## src/design/mflf_pkg.sv

```systemverilog
// Package for the most frequent label finder.
// Holds the widths, store entry layout, control types and state encoding
// shared by every file of the block; it depends on nothing else.
package mflf_pkg;

	localparam int CELL_LABEL_W = 16;
	localparam int LABEL_BITS   = 16;
	localparam int COUNT_BITS   = 17;
	localparam int ORDER_BITS   = LABEL_BITS;
	localparam int EPOCH_BITS   = 8;

	typedef logic [LABEL_BITS-1:0] label_t;
	typedef logic [COUNT_BITS-1:0] count_t;
	typedef logic [ORDER_BITS-1:0] order_t;
	typedef logic [EPOCH_BITS-1:0] epoch_t;

	localparam count_t COUNT_MAX   = '1;
	localparam epoch_t EPOCH_FIRST = epoch_t'(1);
	localparam epoch_t EPOCH_LAST  = '1;
	localparam epoch_t EPOCH_STALE = '0;

	// One entry of the per-label store. An entry counts as seen in the
	// current set only when its epoch equals the running set epoch.
	typedef struct packed {
		epoch_t epoch;
		count_t count;
		order_t order;
	} entry_t;

	typedef struct packed {
		logic   we;
		label_t addr;
		entry_t data;
	} wr_req_t;

	typedef struct packed {
		logic   run;
		epoch_t epoch;
	} ctrl_t;

	typedef enum logic {
		ST_CLEAR,
		ST_RUN
	} state_t;

endpackage

```

## src/design/mflf_ctrl.sv

```systemverilog
// Block control: clearing sweep of the label store and the set epoch.
// Depends on mflf_pkg for the state type, control struct and write request.
module mflf_ctrl import mflf_pkg::*; (
	input  logic    clk,
	input  logic    arst_n,
	input  logic    set_done,
	output ctrl_t   ctrl,
	output wr_req_t clr_wr
);

	state_t state_q;
	state_t state_d;
	label_t clr_addr_q;
	epoch_t epoch_q;

	always_comb begin
		state_d = state_q;
		case (state_q)
			ST_CLEAR: begin
				if (clr_addr_q == '1) begin
					state_d = ST_RUN;
				end
			end
			ST_RUN: begin
				if (set_done && epoch_q == EPOCH_LAST) begin
					state_d = ST_CLEAR;
				end
			end
			default: state_d = ST_CLEAR;
		endcase
	end

	always_comb begin
		ctrl.run     = (state_q == ST_RUN);
		ctrl.epoch   = epoch_q;
		clr_wr.we    = (state_q == ST_CLEAR);
		clr_wr.addr  = clr_addr_q;
		clr_wr.data  = '{epoch: EPOCH_STALE, count: '0, order: '0};
	end

	always_ff @(posedge clk or negedge arst_n) begin
		if (!arst_n) begin
			state_q    <= ST_CLEAR;
			clr_addr_q <= '0;
			epoch_q    <= EPOCH_FIRST;
		end else begin
			state_q <= state_d;
			if (state_q == ST_CLEAR) begin
				clr_addr_q <= clr_addr_q + 1'b1;
			end
			// Epoch values come back only after a full sweep has marked every
			// entry stale again.
			if (set_done) begin
				epoch_q <= (epoch_q == EPOCH_LAST) ? EPOCH_FIRST : epoch_q + 1'b1;
			end
		end
	end

endmodule

```

## config.mk

```make
export PLATFORM = sky130hd
export DESIGN_NAME = mflf_ctrl
export DESIGN_NICKNAME = d
export VERILOG_FILES = /design/src/design/mflf_pkg.sv /design/src/design/mflf_ctrl.sv
export SDC_FILE = /design/constraint.sdc
export NUM_CORES = 1
export LEC_CHECK = 0
export ABC_AREA = 0
export BUFFER_PORTS_ARGS = -buffer_cell sky130_fd_sc_hd__buf_2
export CORE_UTILIZATION = 46
export DETAILED_ROUTE_END_ITERATION = 8
export GPL_ROUTABILITY_DRIVEN = 0
export HOLD_SLACK_MARGIN = 0.05
export PLACE_DENSITY = 0.83
export SETUP_SLACK_MARGIN = 0.05
export SYNTH_ARGS = -nofsm -noshare
export SYNTH_HDL_FRONTEND = slang
export SYNTH_SLANG_ARGS = --single-unit
```

## constraint.sdc

```tcl
create_clock -name clk -period 1.9 [get_ports clk]
set_input_delay 0.38 -clock clk [delete_from_list [all_inputs] [get_ports clk]]
set_output_delay 0.38 -clock clk [all_outputs]
set_load 0.1 [all_outputs]
```

==> results.py <==
metrics = {
    "route": {
        "via_count": 898,
        "wirelength_mm": 2.23,
        "drt-pass1-iter-count": 4,
        "drc": 0,
        "drt_first_iter_violations": 23,
        "vias_per_cell": 4.18,
        "avgRoutedWirePerCell_um": 10.4,
        "ant_nets": 0,
    },
    "global_routing": {
        "grt_usage": 0.132,
        "antenna_found_initial": 0,
        "grt_overflow_total": 0,
        "grt_max_degree": 26,
        "grt_pass1_vias": 776,
        "grt_pass1_wl_mm": 3.40,
    },
    "sta": {
        "max_freq_ghz": 0.567,
        "drv_slew": 0,
        "min_period_over_period": 0.928,
        "period_needed_ns": 1.76,
        "hold_violations": 0,
        "setup_viol": 0,
        "tightest_slew_ns": 0.551,
        "slew_headroom": 0.632,
        "rsz0062_at_grt": "false",
        "fin_skew_ns": 0.0135,
    },
    "cells_and_area": {
        "final_cells": 215,
        "antenna_cells": 0,
        "utilization": 0.513,
        "syn_to_final_growth_pct": 6.11,
        "final_nets": 177,
        "drive_gt1_frac": 0.327,
    },
    "yosys": {
        "synth.most_common_cell": "buf_4",
        "ys.flop_type": "dfrtp_1",
        "synth_cell_types": 29,
        "synth_top_area_frac": 0.407,
        "syn-cell-area_sq_mm": 0.00148,
        "ys_top_cells_by_count": "buf_4, dfrtp_1, xnor2_1",
        "ys_ff_latch": 25,
        "yosys.area.top_type": "dfrtp_1",
        "synthTopCellsByArea": "dfrtp_1, buf_4, xnor2_1",
        "async_flop_share": 1.00,
        "yosysWarnings": 0,
        "ys_seq_area_frac": 0.425,
        "synth_edf_count": 0,
        "synthCells": 140,
        "syn_area_per_cell_sq_um": 10.5,
    },
    "clocking": {
        "cts_tree": "yes",
        "clkTransAtPathRegs_ns": 0.12,
        "cts.repair.resized": 0,
        "cts.sinks": 25,
        "cts_setup_buffers": 0,
        "clockBufferDepth": 2,
        "cts_root_buf": "clkbuf_4",
        "htreeDepth": 1,
        "clkLatencyLatePin_ns": 0.32,
        "numCtsBuffers": 3,
    },
    "critical_path": {
        "path_class": "flop to primary output",
        "critPathCaptureType": "primary output",
        "crit_path_start_kind": "flop",
        "crit_cells": 1,
        "crit_chain": "buf_2",
        "cp.arrival_ns": 1.38,
        "cp_num_buf_inv": 1,
        "critPathTopFamily": "flip-flops",
        "cpMaxStageDelayCell": "dfstp_4",
        "crit_path_max_fanout": 4,
        "crit_required_ns": 1.52,
        "critical_path.max_stage_delay_ns": 0.65,
        "rr_worst_depth": 5,
    },
    "pwr": {
        "ir_drop_mv": 1.97,
        "p_total_w": 0.00207,
        "power_density_mw_per_mm2": 1320,
        "p_leak_nw": 0.850,
    },
    "min_path": {
        "whs_path_depth": 3,
        "min_path_type": "input port to flop",
    },
    "die": {
        "start_util": 0.483,
        "dieArea_sq_mm": 0.00344,
        "fp.dieW_um": 58.6,
        "die_h_um": 58.6,
        "fp-row-count": 20,
        "core_area_sq_mm": 0.00305,
        "ios": 70,
    },
    "place": {
        "port_buffers": 28,
        "place.detailed.hpwl_mm": 1.75,
        "dp.cells": 210,
    },
    "flow_run": {
        "cap_viol_max_count": 0,
    },
    "status": {
        "status": "complete, no violations",
    },
}
report_power, final:
| group | switching (W) | internal, W |
|---|---|---|
| Clock | 0.000155 | 0.0000802 |
| Combinational | 0.000977 | 0.000140 |
| Sequential | 0.0000913 | 0.000626 |
final timing paths:
path / from / end / slack, ns
max: epoch_q[0] / ctrl[0] / 0.14
min: set_done / epoch_q[0] / 0.38
max reg2reg: epoch_q[0] / epoch_q[5] / 0.33
min reg2reg: clr_addr_q[10] / clr_addr_q[10] / 0.50
max in group asynchronous: arst_n / epoch_q[2] / 0.93
min in group asynchronous: arst_n / clr_addr_q[3] / 0.56
state kept, by name, summed over array words and instances (netlist names):
signal / cells
clr_addr_q: 16
epoch_q: 8
state_q: 1
kinds of logic after synthesis:
kind of cell | share of synthesized area
muxes | 0.0153
AOI/OAI and AO/OA | 0.0237
xor gates and xnor gates | 0.119
and+or+nand+nor | 0.179
other | 0.00254
DFF | 0.425
adders and majority gates | 0.0170
buffers and inverters | 0.219
layout make-up:
class                           instances  area [sq um]
Clock buffer                            3          22.5
Tap cell                               44          55.1
Fill cell                             289          1490
Timing Repair Buffer                   29           150
Inverter                                2          7.51
Multi-Input combinational cell        111           676
Clock inverter                          1          7.51
Sequential cell                        25           647
routing by layer:
layer,GRT usage,wire [um]
met5,0,0
met4,0.0238,11
met3,0.0396,115
met2,0.240,1140
met1,0.155,957
per-stage QoR:
step                hold slack [ns]  setup WS, ns  setup TNS, ns  cell area (sq um)
floorplan                    0.0844      -0.00391       -0.00391               1650
global placement              0.397         0.357              0               1530
detailed placement            0.394         0.335              0               1530
CTS                           0.371         0.123              0               1570
global route                  0.375         0.107              0               1570
finish                        0.377         0.137              0               1570
cell usage in the layout, fill, tap and decap left out, drive strengths merged, types with 3 or more instances in the layout:
cell	Yosys	layout
conb	1	41
buf	42	28
dfrtp	24	24
xnor2	15	15
nand2	11	11
nor2	6	6
nand4	6	6
xor2	5	5
nand3	4	4
o21ai	3	3
clkbuf	0	3
and3	3	3
timing repair:
| action | CTS | global route |
|---|---|---|
| hold endpoints to repair | 24 | 0 |
| endpoints found under the setup margin | 0 | 0 |
| hold buffers | 1 | 0 |
(Power assumes the default switching activity.)
