===== config.mk =====
export PLATFORM = sky130hd
export DESIGN_NAME = mflf_tally_flat
export DESIGN_NICKNAME = d
export VERILOG_FILES = /design/src/design/mflf_pkg.sv /design/src/design/mflf_ifs.sv /design/src/design/mflf_tally.sv /design/src/flat_wrapper.sv
export SDC_FILE = /design/constraint.sdc
export NUM_CORES = 1
export LEC_CHECK = 0
export ABC_AREA = 1
export BUFFER_PORTS_ARGS = -buffer_cell sky130_fd_sc_hd__buf_4
export CORE_MARGIN = 2
export CORE_UTILIZATION = 51
export DETAILED_ROUTE_END_ITERATION = 10
export PLACE_DENSITY = 0.85
export SYNTH_ARGS = -nofsm -noshare
export SYNTH_HDL_FRONTEND = slang
export SYNTH_SLANG_ARGS = --single-unit

===== constraint.sdc =====
create_clock -name clk -period 5.3 [get_ports clk]
set_input_delay 0.265 -clock clk [delete_from_list [all_inputs] [get_ports clk]]
set_output_delay 0.265 -clock clk [all_outputs]
set_load 0.05 [all_outputs]

===== src/design/mflf_pkg.sv =====
// Package for the most frequent label finder.
// Holds the widths, store entry layout, control types and state encoding
// shared by every file of the block; it depends on nothing else.
package mflf_pkg;

	localparam int CELL_LABEL_W = 16;
	localparam int LABEL_BITS   = 16;
	localparam int COUNT_BITS   = 17;
	localparam int ORDER_BITS   = LABEL_BITS;
	localparam int EPOCH_BITS   = 8;

	typedef logic [LABEL_BITS-1:0] label_t;
	typedef logic [COUNT_BITS-1:0] count_t;
	typedef logic [ORDER_BITS-1:0] order_t;
	typedef logic [EPOCH_BITS-1:0] epoch_t;

	localparam count_t COUNT_MAX   = '1;
	localparam epoch_t EPOCH_FIRST = epoch_t'(1);
	localparam epoch_t EPOCH_LAST  = '1;
	localparam epoch_t EPOCH_STALE = '0;

	// One entry of the per-label store. An entry counts as seen in the
	// current set only when its epoch equals the running set epoch.
	typedef struct packed {
		epoch_t epoch;
		count_t count;
		order_t order;
	} entry_t;

	typedef struct packed {
		logic   we;
		label_t addr;
		entry_t data;
	} wr_req_t;

	typedef struct packed {
		logic   run;
		epoch_t epoch;
	} ctrl_t;

	typedef enum logic {
		ST_CLEAR,
		ST_RUN
	} state_t;

endpackage


===== src/design/mflf_ifs.sv =====
// Valid/ready channel interfaces for cells in and results out.
// Depends on mflf_pkg for the field widths.
interface mflf_cell_if import mflf_pkg::*; ();
	logic                    valid;
	logic                    ready;
	logic [CELL_LABEL_W-1:0] cell_label;
	logic                    last_cell;

	modport source (output valid, output cell_label, output last_cell, input ready);
	modport sink (input valid, input cell_label, input last_cell, output ready);
endinterface

interface mflf_result_if import mflf_pkg::*; ();
	logic                    valid;
	logic                    ready;
	logic [CELL_LABEL_W-1:0] largest_label;
	logic [COUNT_BITS-1:0]   largest_count;

	modport source (output valid, output largest_label, output largest_count, input ready);
	modport sink (input valid, input largest_label, input largest_count, output ready);
endinterface


===== src/design/mflf_tally.sv =====
// Count update stage: read-modify-write of the label store with forwarding,
// running winner tracking and the result register.
// Depends on mflf_pkg and the channel interfaces in mflf_ifs.sv.
module mflf_tally import mflf_pkg::*; (
	input  logic          clk,
	input  logic          arst_n,
	input  ctrl_t         ctrl,
	mflf_cell_if.sink     cells,
	mflf_result_if.source result,
	output logic          rd_en,
	output label_t        rd_addr,
	input  entry_t        rd_data,
	output wr_req_t       wr_req,
	output logic          set_done
);

	logic   valid_s1;
	label_t label_s1;
	logic   last_s1;

	logic   fwd_valid_q;
	label_t fwd_label_q;
	entry_t fwd_data_q;

	label_t best_label_q;
	count_t best_count_q;
	order_t best_order_q;
	order_t next_order_q;

	logic   out_valid_q;
	label_t out_label_q;
	count_t out_count_q;

	logic   cell_acc;
	logic   out_free;
	logic   advance;
	logic   wrap_pend;
	entry_t ent;
	logic   seen;
	logic   has_label;
	count_t new_count;
	order_t new_order;
	logic   take_best;
	label_t cur_label;
	count_t cur_count;

	always_comb begin
		cell_acc  = cells.valid && cells.ready;
		out_free  = !out_valid_q || result.ready;
		// The last cell of a set waits here while the previous result is held.
		advance   = valid_s1 && (!last_s1 || out_free);
		wrap_pend = valid_s1 && last_s1 && (ctrl.epoch == EPOCH_LAST);
		cells.ready = ctrl.run && !wrap_pend && (!valid_s1 || advance);

		rd_en   = cell_acc;
		rd_addr = cells.cell_label[LABEL_BITS-1:0];

		// The entry written in the previous cycle is not yet in the read data.
		ent       = (fwd_valid_q && fwd_label_q == label_s1) ? fwd_data_q : rd_data;
		seen      = (ent.epoch == ctrl.epoch);
		has_label = (label_s1 != '0);

		if (!seen) begin
			new_count = count_t'(1);
			new_order = next_order_q;
		end else begin
			new_count = (ent.count == COUNT_MAX) ? COUNT_MAX : count_t'(ent.count + 1'b1);
			new_order = ent.order;
		end

		take_best = has_label && ((new_count > best_count_q) ||
			(new_count == best_count_q && new_order < best_order_q));
		cur_label = take_best ? label_s1 : best_label_q;
		cur_count = take_best ? new_count : best_count_q;

		wr_req.we   = advance && has_label;
		wr_req.addr = label_s1;
		wr_req.data = '{epoch: ctrl.epoch, count: new_count, order: new_order};

		set_done = advance && last_s1;

		result.valid         = out_valid_q;
		result.largest_label = CELL_LABEL_W'(out_label_q);
		result.largest_count = out_count_q;
	end

	always_ff @(posedge clk or negedge arst_n) begin
		if (!arst_n) begin
			valid_s1     <= 1'b0;
			fwd_valid_q  <= 1'b0;
			best_label_q <= '0;
			best_count_q <= '0;
			best_order_q <= '0;
			next_order_q <= '0;
			out_valid_q  <= 1'b0;
		end else begin
			if (cell_acc) begin
				valid_s1 <= 1'b1;
			end else if (advance) begin
				valid_s1 <= 1'b0;
			end

			if (!ctrl.run) begin
				fwd_valid_q <= 1'b0;
			end else if (wr_req.we) begin
				fwd_valid_q <= 1'b1;
			end

			if (advance) begin
				if (last_s1) begin
					best_label_q <= '0;
					best_count_q <= '0;
					best_order_q <= '0;
					next_order_q <= '0;
				end else begin
					if (take_best) begin
						best_label_q <= label_s1;
						best_count_q <= new_count;
						best_order_q <= new_order;
					end
					if (has_label && !seen) begin
						next_order_q <= next_order_q + 1'b1;
					end
				end
			end

			if (set_done) begin
				out_valid_q <= 1'b1;
			end else if (result.ready) begin
				out_valid_q <= 1'b0;
			end
		end
	end

	always_ff @(posedge clk) begin
		if (cell_acc) begin
			label_s1 <= cells.cell_label[LABEL_BITS-1:0];
			last_s1  <= cells.last_cell;
		end
		if (wr_req.we) begin
			fwd_label_q <= wr_req.addr;
			fwd_data_q  <= wr_req.data;
		end
		if (set_done) begin
			out_label_q <= cur_label;
			out_count_q <= cur_count;
		end
	end

endmodule


===== src/flat_wrapper.sv =====
// flat-port wrapper written by rule: the top's interface ports become plain ports
module mflf_tally_flat import mflf_pkg::*;
  (clk, arst_n, ctrl, rd_en, rd_addr, rd_data, wr_req, set_done, cells_valid, cells_cell_label, cells_last_cell, cells_ready, result_valid, result_largest_label, result_largest_count, result_ready);
  mflf_cell_if cells_i ();
  mflf_result_if result_i ();
  input  logic clk;
  input  logic arst_n;
  input  ctrl_t ctrl;
  output logic rd_en;
  output label_t rd_addr;
  input  entry_t rd_data;
  output wr_req_t wr_req;
  output logic set_done;
  input wire logic [$bits(cells_i.valid)-1:0] cells_valid;
  input wire logic [$bits(cells_i.cell_label)-1:0] cells_cell_label;
  input wire logic [$bits(cells_i.last_cell)-1:0] cells_last_cell;
  output wire logic [$bits(cells_i.ready)-1:0] cells_ready;
  output wire logic [$bits(result_i.valid)-1:0] result_valid;
  output wire logic [$bits(result_i.largest_label)-1:0] result_largest_label;
  output wire logic [$bits(result_i.largest_count)-1:0] result_largest_count;
  input wire logic [$bits(result_i.ready)-1:0] result_ready;
  assign cells_i.valid = cells_valid;
  assign cells_i.cell_label = cells_cell_label;
  assign cells_i.last_cell = cells_last_cell;
  assign cells_ready = cells_i.ready;
  assign result_valid = result_i.valid;
  assign result_largest_label = result_i.largest_label;
  assign result_largest_count = result_i.largest_count;
  assign result_i.ready = result_ready;
  mflf_tally u_core (.clk(clk), .arst_n(arst_n), .ctrl(ctrl), .cells(cells_i), .result(result_i), .rd_en(rd_en), .rd_addr(rd_addr), .rd_data(rd_data), .wr_req(wr_req), .set_done(set_done));
endmodule

==> flow_summary_export.csv, run 1 <==
group,metric,value,unit
clocking,clk_latency,0.44,ns
power_and_ir_drop,p_leak,6.10,nW
yosys,synth_mux_area_share,0.246,%
yosys,synth_ff_type,"edfxtp_1",
yosys,synth_nets,1247,
worst_setup_path,crit_top_cell,"nand2_1",
worst_setup_path,crit_slowest_cell,"edfxtp_1",
clocking,cts.clk_slew.worst_paths,0.07,ns
sta,layout_min_cycle_time,5.08,ns
worst_setup_path,startpoint_type,"flip-flop",
yosys,yosys_register_bits,175,
place,place_congestion,0.963,
layout,layout_commonest_cell,"nand2_1",
grt,antenna_found_initial,0,
grt,grtUsageTotal,25.5,%
drt,ant_nets,0,
drt,wl_per_cell,16.4,µm
flow_run,drv_cap,0,
yosys,synth_edf_count,107,
place,portBuffers,181,
drt,avgViaCountPerCell,5.41,
clocking,htree_levels,4,
clocking,numClockSinks,175,
yosys,syn_inst,1142,
power_and_ir_drop,ir_drop,0.537,mV
layout,layout.nets,1439,
drt,dr.pass1.iters,7,
layout,layout-drive-gt1-share,24.1,%
grt,grt_pass1_wl,40400,µm
sta,finClkSkew,0.00927,ns
drt,drt_iter0_drc,785,
yosys,synthXorXnorAreaFrac,1.18,%
floorplanning,die_x,142,µm
sta,max_freq,197,MHz
yosys,synthAdderAreaFrac,4.41,%
sta,drv_slew,0,
worst_setup_path,slowest_delay,0.47,ns
floorplanning,dieHeight,142,µm
worst_setup_path,cp_max_fo,21,
worst_setup_path,cp.required,5.49,ns
sta,finalCritPeriodShare,95.8,%
grt,grt_pass1_vias,8132,
sta,setup_viol,0,
place,place_area,11300,µm²
worst_setup_path,reg2reg_slack,0.22,ns
sta,hold_violations,0,
place,hpwl,18400,µm
layout,stdcell_area,12200,µm²
worst_setup_path,critPathCaptureType,"flip-flop",
drt,drc,0,
sta,slew_headroom,37.9,%
yosys,synth_compound_area_share,4.77,%
power_and_ir_drop,powerDensity,455,nW/µm²
floorplanning,ios,182,
layout,antenna_cells,0,
worst_setup_path,critPathArrivalTime,5.27,ns
layout,fill_cells,1424,
layout,final_cell_mix,"344 x nand2_1, 214 x buf_4, 154 x inv_1, 107 x edfxtp_1, 93 x nand3_1",
drt,vias,8551,
yosys,synthSimpleGateAreaFrac,28.3,%
worst_setup_path,path_class,"reg2reg",
clocking,cts_made_buffers,17,
grt,overflow,0,
run_status,status,"finished, final reports clean",
floorplanning,rows,50,
yosys,synth_cell_types,43,
clocking,cts_tree,"yes",
drt,routed_wl,26000,µm
floorplanning,fp.dieArea,20100,µm²
floorplanning,core,18600,µm²
layout,syn_to_final_growth,26.1,%
yosys,async_reset_ff_share,38.9,%
yosys,ys_seq_area_share,50.9,%
yosys,synth_top_family_by_area,"simple AND/OR/NAND/NOR gates",
clocking,root_buffer,"clkbuf_16",
sta,hold_slack,0.00716,ns
yosys,syn_area_per_cell,8.46,µm²
clocking,clk_path_buf_depth,2,
yosys,netlist_area,9660,µm²
yosys,yosysWarnings,0,
floorplanning,start_util,51.8,%
min_path,hp-class,"in2reg",
grt,grt_max_degree,69,
sta,worst_pin_slew,0.932,ns
worst max-delay path: cells and delay by family, from the launching register on:
kind	cells	cell delay [ns]
AOI/OAI and AO/OA	7	1.16
adders and majority gates	2	0.39
buffers and inverters	8	1.13
DFF	1	0.47
and+or+nand+nor	14	1.66
final timing paths:
path                                         from                         endpoint  cells after the start
max                           u_core.label_s1[15]  u_core.result.largest_count[14]                     31
min                           cells_cell_label[2]               u_core.label_s1[2]                      1
max reg2reg                   u_core.label_s1[15]  u_core.result.largest_count[14]                     31
min reg2reg                u_core.best_order_q[7]           u_core.best_order_q[7]                      2
max in group asynchronous                  arst_n          u_core.best_count_q[13]                      2
min in group asynchronous                  arst_n          u_core.next_order_q[13]                      2
cell usage after synthesis (10+ instances only):
cell type,number,area (µm²)
a21oi_1,21,105
nand3_1,95,475
dfrtp_1,68,1700
nor3_1,15,75.1
buf_4,25,188
and2_1,34,213
a31oi_1,16,100
nand4_1,22,138
o21ai_0,30,150
edfxtp_1,107,3210
ha_1,34,425
inv_2,10,37.5
inv_1,162,608
nand2_1,346,1300
clkbuf_1,15,56.3
nor2_1,66,248
report_power, final:
part	switching (mW)	internal (mW)	total, mW
Sequential	0.119	1.80	1.92
Combinational	1.45	0.897	2.35
Clock	0.596	0.673	1.27
Total	2.17	3.37	5.54
repair_timing:
item                                    4_1_cts  5_1_grt
resized for setup                             0       23
hold endpoints to repair                     15        1
hold buffers                                  3        1
setup buffers                                 0       13
endpoints found under the setup margin        0       82
layout make-up:
| type | count | area [µm²] | area share [%] |
|---|---|---|---|
| timing repair buffer | 223 | 1730 | 14.2 |
| inverter | 177 | 687 | 5.64 |
| sequential | 175 | 4910 | 40.4 |
| multi-input combinational | 740 | 3960 | 32.5 |
| clock buffer | 17 | 425 | 3.49 |
| tap | 234 | 293 | 2.40 |
| clock inverter | 15 | 165 | 1.36 |
logic make-up after synthesis:
kind of cell	Yosys count
XOR/XNOR	13
multiplexers	2
buffers and inverters	228
AND/OR/NAND/NOR	608
flip-flops	175
AO/OA/AOI/OAI	82
adder cells (fa/ha/maj)	34
stage by stage:
stage | power (mW) | std cells | setup TNS, ns | worst slack (ns) | utilization, %
detailed placement | 4.14 | 1531 | 0 | 0.102 | 60.7
CTS | 5.41 | 1566 | 0 | 0.0614 | 64.1
finish | 5.54 | 1581 | 0 | 0.220 | 65.3
floorplan | 3.54 | 1142 | 0 | 0.00292 | -
global route | 5.84 | 1581 | -1.29 | -0.0609 | 65.3
global placement | 4.01 | 1531 | 0 | 0.169 | 60.7
routing by layer:
metal	track usage (%)	share of wire [%]	vias to the layer above
li1	-	-	4048
met1	33.1	40	4016
met2	42.8	49	420
met3	4.42	8.1	67
met4	10.4	3.2	0
met5	0	0	-
registers in the layout, summed over array words and instances (netlist names):
signal,flops
u_core.fwd_data_q,41
u_core.best_count_q,17
u_core.result.largest_count,17
u_core.best_label_q,16
u_core.best_order_q,16
u_core.fwd_label_q,16
u_core.label_s1,16
u_core.next_order_q,16
u_core.result.largest_label,16
u_core.fwd_valid_q,1
u_core.last_s1,1
u_core.result.valid,1
u_core.valid_s1,1
Note: power is estimated with default switching activity, not from simulation.
==> run 2, diff against run 1 <==
CORE_MARGIN = not set   (was 2)
==> run 2 against run 1 <==
Compared with the run above: flip-flop and latch count unchanged; highest routed layer unchanged; total power increased by 4.4%; sequential share of layout area decreased by 0.99 points; critical path depth shrank 2; maximum frequency down 0.65%; global-route usage is 1.4 points higher; utilization up 3.0 points.
==> flow_summary_export.csv, run 2 (synthesized netlist as in run 1, its figures left out) <==
group,metric,value,unit
grt,grt_max_degree,69,
clocking,cts_made_buffers,17,
worst_setup_path,startpoint_type,"flip-flop",
layout,finalCoreUtilization,68.3,%
worst_setup_path,path_class,"reg2reg",
power_and_ir_drop,combPwrFrac,45.8,%
grt,grtUsageTotal,26.9,%
worst_setup_path,crit_slowest_cell,"nor4_2",
place,place_area,11300,µm²
floorplanning,ios,182,
power_and_ir_drop,p_clk_share,21.1,%
layout,finalNonFillerCells,1597,
floorplanning,core,18300,µm²
worst_setup_path,slowest_delay,0.46,ns
sta,finClkSkew,0.0110,ns
power_and_ir_drop,p_int,3.49,mW
clocking,root_buffer,"clkbuf_16",
layout,layout_commonest_cell,"nand2_1",
sta,slew_headroom,38.3,%
floorplanning,rows,49,
clocking,cts.clk_slew.worst_paths,0.07,ns
layout,largest_register,"u_core.fwd_data_q",
worst_setup_path,critPathCaptureType,"flip-flop",
power_and_ir_drop,ir_drop,0.494,mV
worst_setup_path,cp.required,5.49,ns
drt,ant_nets,0,
sta,hold_slack,0.0290,ns
place,dp_cells,1525,
clocking,numClockSinks,175,
worst_setup_path,cp_max_fo,9,
clocking,clk_path_buf_depth,2,
flow_run,drv_cap,0,
clocking,cts_tree,"yes",
drt,drc,0,
floorplanning,dieHeight,140,µm
place,place_ws,0.0744,ns
sta,max_freq,196,MHz
power_and_ir_drop,p_switching,2.29,mW
floorplanning,fp.dieArea,19500,µm²
sta,drv_slew,0,
layout,layout-drive-gt1-share,25.0,%
grt,overflow,0,
drt,dr.pass1.iters,8,
layout,final_cell_mix,"342 x nand2_1, 219 x buf_4, 153 x inv_1, 107 x edfxtp_1, 92 x nand3_1",
drt,avgViaCountPerCell,5.44,
grt,top_usage_layer,"met2",
sta,worst_pin_slew,0.923,ns
sta,hold_violations,0,
drt,routed_wl,27100,µm
grt,grt_use_met2,44.8,%
drt,drt_iter0_drc,762,
sta,setup_slack,0.187,ns
floorplanning,die_x,140,µm
sta,layout_min_cycle_time,5.11,ns
layout,layout.nets,1460,
run_status,status,"finished, final reports clean",
layout,stdcell_area,12500,µm²
power_and_ir_drop,powerDensity,463,nW/µm²
power_and_ir_drop,switching_share,39.5,%
floorplanning,start_util,52.9,%
grt,grt_pass1_vias,8328,
drt,vias,8693,
grt,use_met1,34.3,%
min_path,hp-class,"in2reg",
sta,setup_viol,0,
sta,finalSetupTns,0,ns
power_and_ir_drop,p_total,5.78,mW
place,place_congestion,0.972,
place,portBuffers,181,
layout,syn_to_final_growth,29.3,%
worst_setup_path,crit_top_cell,"nand2_1",
clocking,htree_levels,4,
grt,antenna_found_initial,0,
layout,antenna_cells,0,
grt,grt_pass1_wl,40900,µm
power_and_ir_drop,pwr-share-seq,33.1,%
sta,finalCritPeriodShare,96.5,%
grt,grt.met3_usage,5.44,%
worst_setup_path,critPathArrivalTime,5.31,ns
drt,wl_per_cell,17.0,µm
layout,largest_register_ffs,41,
sta,rsz0062_at_grt,"true",
clocking,clk_latency,0.44,ns
place,hpwl,18200,µm
power_and_ir_drop,p_leak,6.23,nW
-- run 2: cell count changes in the layout (fill, tap and decap cells not counted), sizes merged --
cell | before | now
clkbuf | 17 | 20
inv | 182 | 180
buf | 219 | 224
clkinv | 7 | 10
dlygate4sd3 | 4 | 17
bufinv | 2 | 1
-- run 2: worst paths after layout --
path	startpoint	to	slack, ns	cells after the start
max	u_core.label_s1[10]	u_core.result.largest_label[8]	0.19	29
min	cells_cell_label[12]	u_core.label_s1[12]	0.03	1
max reg2reg	u_core.label_s1[10]	u_core.result.largest_label[8]	0.19	29
min reg2reg	u_core.best_order_q[5]	u_core.best_order_q[5]	0.48	2
max in group asynchronous	arst_n	u_core.best_order_q[5]	4.21	2
min in group asynchronous	arst_n	u_core.next_order_q[13]	0.48	2
-- run 2: what timing repair did --
item | CTS | global route
pin swaps | 0 | 25
setup endpoints to repair | 3 | 82
setup buffers | 0 | 19
resized for setup | 1 | 45
gates cloned | 0 | 4
hold buffers | 15 | 2
hold endpoints to repair | 60 | 2
-- run 2: power groups by stage --
stage | combinational (mW) | sequential (mW) | clock (mW)
6_report | 2.65 | 1.91 | 1.22
5_1_grt | 2.85 | 1.93 | 1.28
4_1_cts | 2.21 | 1.91 | 1.23
3_5_place_dp | 2.20 | 1.93 | 0
3_3_place_gp | 2.09 | 1.93 | 0
2_1_floorplan | 1.45 | 2.09 | 0
-- run 2: per-layer routing --
layer / vias to the layer above / part of all wire [%]
li1: 4096 / -
met1: 4028 / 39
met2: 484 / 48
met3: 85 / 9.0
met4: 0 / 3.7
met5: - / 0
-- run 2: cell type report --
| cell class | instances | area, µm² |
|---|---|---|
| Sequential cell | 175 | 4910 |
| Clock inverter | 15 | 144 |
| Tap cell | 229 | 287 |
| Clock buffer | 17 | 425 |
| Timing Repair Buffer | 244 | 1990 |
| Inverter | 177 | 691 |
| Multi-Input combinational cell | 740 | 4030 |
| Fill cell | 1332 | 5790 |
-- run 2: worst max-delay path, delay by kind of cell (launching register included) --
kind	cells	cell delay, ns
compound gates	7	1.31
fa+ha+maj	1	0.20
flops	1	0.43
simple gates	15	1.99
buf+inv	6	0.92
==> run 3, diff against run 2 <==
ABC_AREA = not set   (was 1)
CORE_UTILIZATION = 50   (was 51)
HOLD_SLACK_MARGIN = 0.15   (was not set)
PLACE_DENSITY = 0.84   (was 0.85)
==> run 3 against run 2 <==
Compared with the run above: the run now ends with negative setup slack left; critical path depth decreased by 3; global-route usage grew 0.24 points; combinational power fell by 65%; non-clock buffer count rose by 60; synthesized cell count decreased by 33%; wire length decreased by 5.4%; maximum frequency is 12% lower; clock power rose by 7%; highest routed layer unchanged.
==> flow_summary_export.csv, run 3 <==
group,metric,value,unit
place,hpwl,16800,µm
worst_setup_path,startpoint_type,"flip-flop",
yosys,synth_mux_area_share,7.59,%
sta,slew_headroom,37.2,%
yosys,synth_top_area_share,35.1,%
drt,wl_met2,12700,µm
sta,max_freq,173,MHz
worst_setup_path,cp.required,5.62,ns
yosys,synthXorXnorAreaFrac,6.40,%
grt,grt_pass1_vias,7265,
layout,largest_register,"u_core.fwd_data_q",
run_status,status,"finished with violations",
yosys,synth.area.top_cells,"edfxtp_1 35%, dfrtp_1 19%, a22o_1 4.7%, ha_1 4.6%, mux2_2 3.8%",
place,portBuffers,181,
sta,layout_min_cycle_time,5.79,ns
floorplanning,ios,182,
floorplanning,rows,49,
min_path,min_to,"u_core.result.valid",
layout,finalCoreUtilization,70.9,%
run_status,violations,"negative setup slack",
yosys,synth_nets,867,
yosys,synth.most_common_cell,"edfxtp_1",
sta,hold_violations,0,
yosys,yosys.area.top_type,"edfxtp_1",
layout,largest_register_ffs,41,
sta,setup_viol,82,
power_and_ir_drop,ir_drop,0.259,mV
yosys,synth_edf_count,107,
floorplanning,core,18000,µm²
floorplanning,die_x,137,µm
layout,antenna_cells,0,
clocking,cts_tree,"yes",
grt,grt_pass1_wl,38300,µm
grt,grtUsageTotal,27.2,%
yosys,synth_top_family_by_area,"compound AO/OA/AOI/OAI gates",
min_path,hp-class,"in2reg",
sta,finClkSkew,0.0139,ns
worst_setup_path,reg2reg_from,"u_core.fwd_label_q[13]",
drt,dr.pass1.iters,5,
worst_setup_path,cp_max_fo,8,
min_path,hold_depth,3,
sta,finalSetupTns,-35.31,ns
yosys,syn_area_per_cell,12.0,µm²
drt,drt_iter0_drc,481,
yosys,synth_cell_types,63,
place,place_congestion,0.909,
worst_setup_path,reg2reg_to,"u_core.best_label_q[2]",
sta,setup_slack,-0.485,ns
sta,worst_pin_slew,0.943,ns
drt,ant_nets,0,
power_and_ir_drop,powerDensity,303,nW/µm²
clocking,htree_levels,4,
flow_run,drv_cap,0,
clocking,root_buffer,"clkbuf_16",
clocking,numClockSinks,175,
power_and_ir_drop,p_total,3.85,mW
sta,finalCritPeriodShare,109,%
worst_setup_path,critPathCaptureType,"flip-flop",
drt,wl_per_cell,20.1,µm
sta,drv_slew,0,
drt,met3_length,1750,µm
yosys,yosys_register_bits,175,
drt,vias,7271,
layout,layout.nets,1140,
yosys,synth_compound_area_share,11.3,%
grt,antenna_found_initial,0,
floorplanning,dieHeight,137,µm
yosys,synth_ff_type,"edfxtp_1",
yosys,yosys-top-cells-count,"107 x edfxtp_1, 68 x dfrtp_1, 56 x nand2_1",
layout,layout_commonest_cell,"buf_4",
drt,avgViaCountPerCell,5.69,
worst_setup_path,critPathArrivalTime,6.10,ns
yosys,synthAdderAreaFrac,4.64,%
worst_setup_path,rr_worst_depth,26,
drt,drc,0,
floorplanning,fp.dieArea,18900,µm²
layout,syn_to_final_growth,38.9,%
layout,layout-drive-gt1-share,39.1,%
drt,wl_met1,10500,µm
clocking,clk_latency,0.44,ns
yosys,ys_seq_area_share,53.6,%
clocking,cts.clk_slew.worst_paths,0.07,ns
clocking,cts_made_buffers,17,
yosys,syn_inst,762,
grt,grt_max_degree,69,
floorplanning,start_util,51.0,%
yosys,yosysWarnings,0,
power_and_ir_drop,p_leak,5.59,nW
yosys,netlist_area,9160,µm²
drt,highest_layer,"met4",
worst_setup_path,path_class,"reg2reg",
worst_setup_path,reg2reg_slack,-0.49,ns
clocking,clk_path_buf_depth,2,
layout,final_cell_mix,"260 x buf_4, 107 x edfxtp_1, 68 x dfrtp_1, 55 x nand2_1, 49 x a22o_1",
grt,overflow,0,
yosys,synthSimpleGateAreaFrac,11.0,%
drt,routed_wl,25600,µm
yosys,async_reset_ff_share,38.9,%
sta,rsz0062_at_grt,"true",
min_path,hp-start,"result_ready",
-- run 3: changes by cell type after synthesis, sizes merged, moves of 22 or more --
cell | previous run | this run
inv | 172 | 43
nor2 | 75 | 27
mux2i | 2 | 24
a22o | 0 | 49
xnor2 | 4 | 39
and2 | 34 | 2
mux2 | 0 | 39
nand2 | 352 | 58
nand3 | 97 | 23
-- run 3: routing by layer --
layer	vias to the layer above	track usage [%]
li1	3346	-
met1	3551	34.5
met2	323	45.6
met3	51	6.36
met4	0	9.22
met5	-	0
-- run 3: layout make-up --
cell class,instances,area [µm²]
fillers,1243,5230
multi-input cells,494,4200
well taps,229,287
flip-flops and latches,175,4910
inverters,43,161
repair buffers,304,2550
clock buffers,18,429
clock inverters,14,185
-- run 3: cell families after synthesis --
logic type,count (synthesis)
muxes,63
DFF,175
buffers and inverters,93
AOI/OAI and AO/OA,138
and+or+nand+nor,192
xor gates and xnor gates,67
adders and majority gates,34
-- run 3: power breakdown --
group	switching, mW	internal, mW	total (mW)
Sequential	0.0611	1.56	1.62
Clock	0.589	0.723	1.31
Combinational	0.496	0.421	0.917
-- run 3: what timing repair did --
item | in CTS | in global routing
endpoints found under the setup margin | 82 | 82
pin swaps | 0 | 11
hold buffers | 27 | 0
setup buffers | 5 | 5
resized for setup | 12 | 28
endpoints found under the hold margin | 94 | 0
cloned | 1 | 4
-- run 3: through the flow --
step                      cell area, µm²  worst slack [ns]  hold slack (ns)  instances
after CTS                          12400            -0.300            0.212       1268
final                              12700            -0.485            0.235       1277
after global placement             11400            -0.124            0.445       1203
after floorplan                     9400            -0.986          -0.0306        762
after global routing               12700            -0.611            0.239       1277
after detailed placement           11400            -0.300            0.444       1203
-- run 3: worst max-delay path, stage by stage, from the launching register on --
cell	delay, ns
edfxtp_1	0.43
xor2_2	0.21
nor4b_2	0.28
nand4_1	0.12
or3_4	0.46
mux2_4	0.33
ha_4	0.17
nand4_1	0.16
buf_4	0.16
nor2_2	0.04
nand3_1	0.13
nor3_2	0.06
mux2_4	0.29
buf_4	0.14
nor2_2	0.16
a211oi_4	0.06
ha_1	0.34
and4_4	0.24
nand3_2	0.08
or3_4	0.37
and3_4	0.17
o2bb2ai_4	0.17
a21bo_4	0.26
buf_4	0.15
a31o_4	0.30
clkbuf_16	0.19
a22o_1	0.18
-- run 3: worst max path at each step --
stage                      startpoint                             end  slack (ns)
2_1_floorplan     u_core.label_s1[13]  u_core.result.largest_label[6]       -0.99
3_3_place_gp      u_core.label_s1[13]          u_core.best_count_q[2]       -0.12
3_5_place_dp       u_core.label_s1[7]         u_core.best_count_q[10]       -0.30
4_1_cts        u_core.fwd_label_q[13]  u_core.result.largest_label[9]       -0.30
5_1_grt        u_core.fwd_label_q[13]          u_core.best_count_q[2]       -0.61
6_report       u_core.fwd_label_q[13]          u_core.best_label_q[2]       -0.49
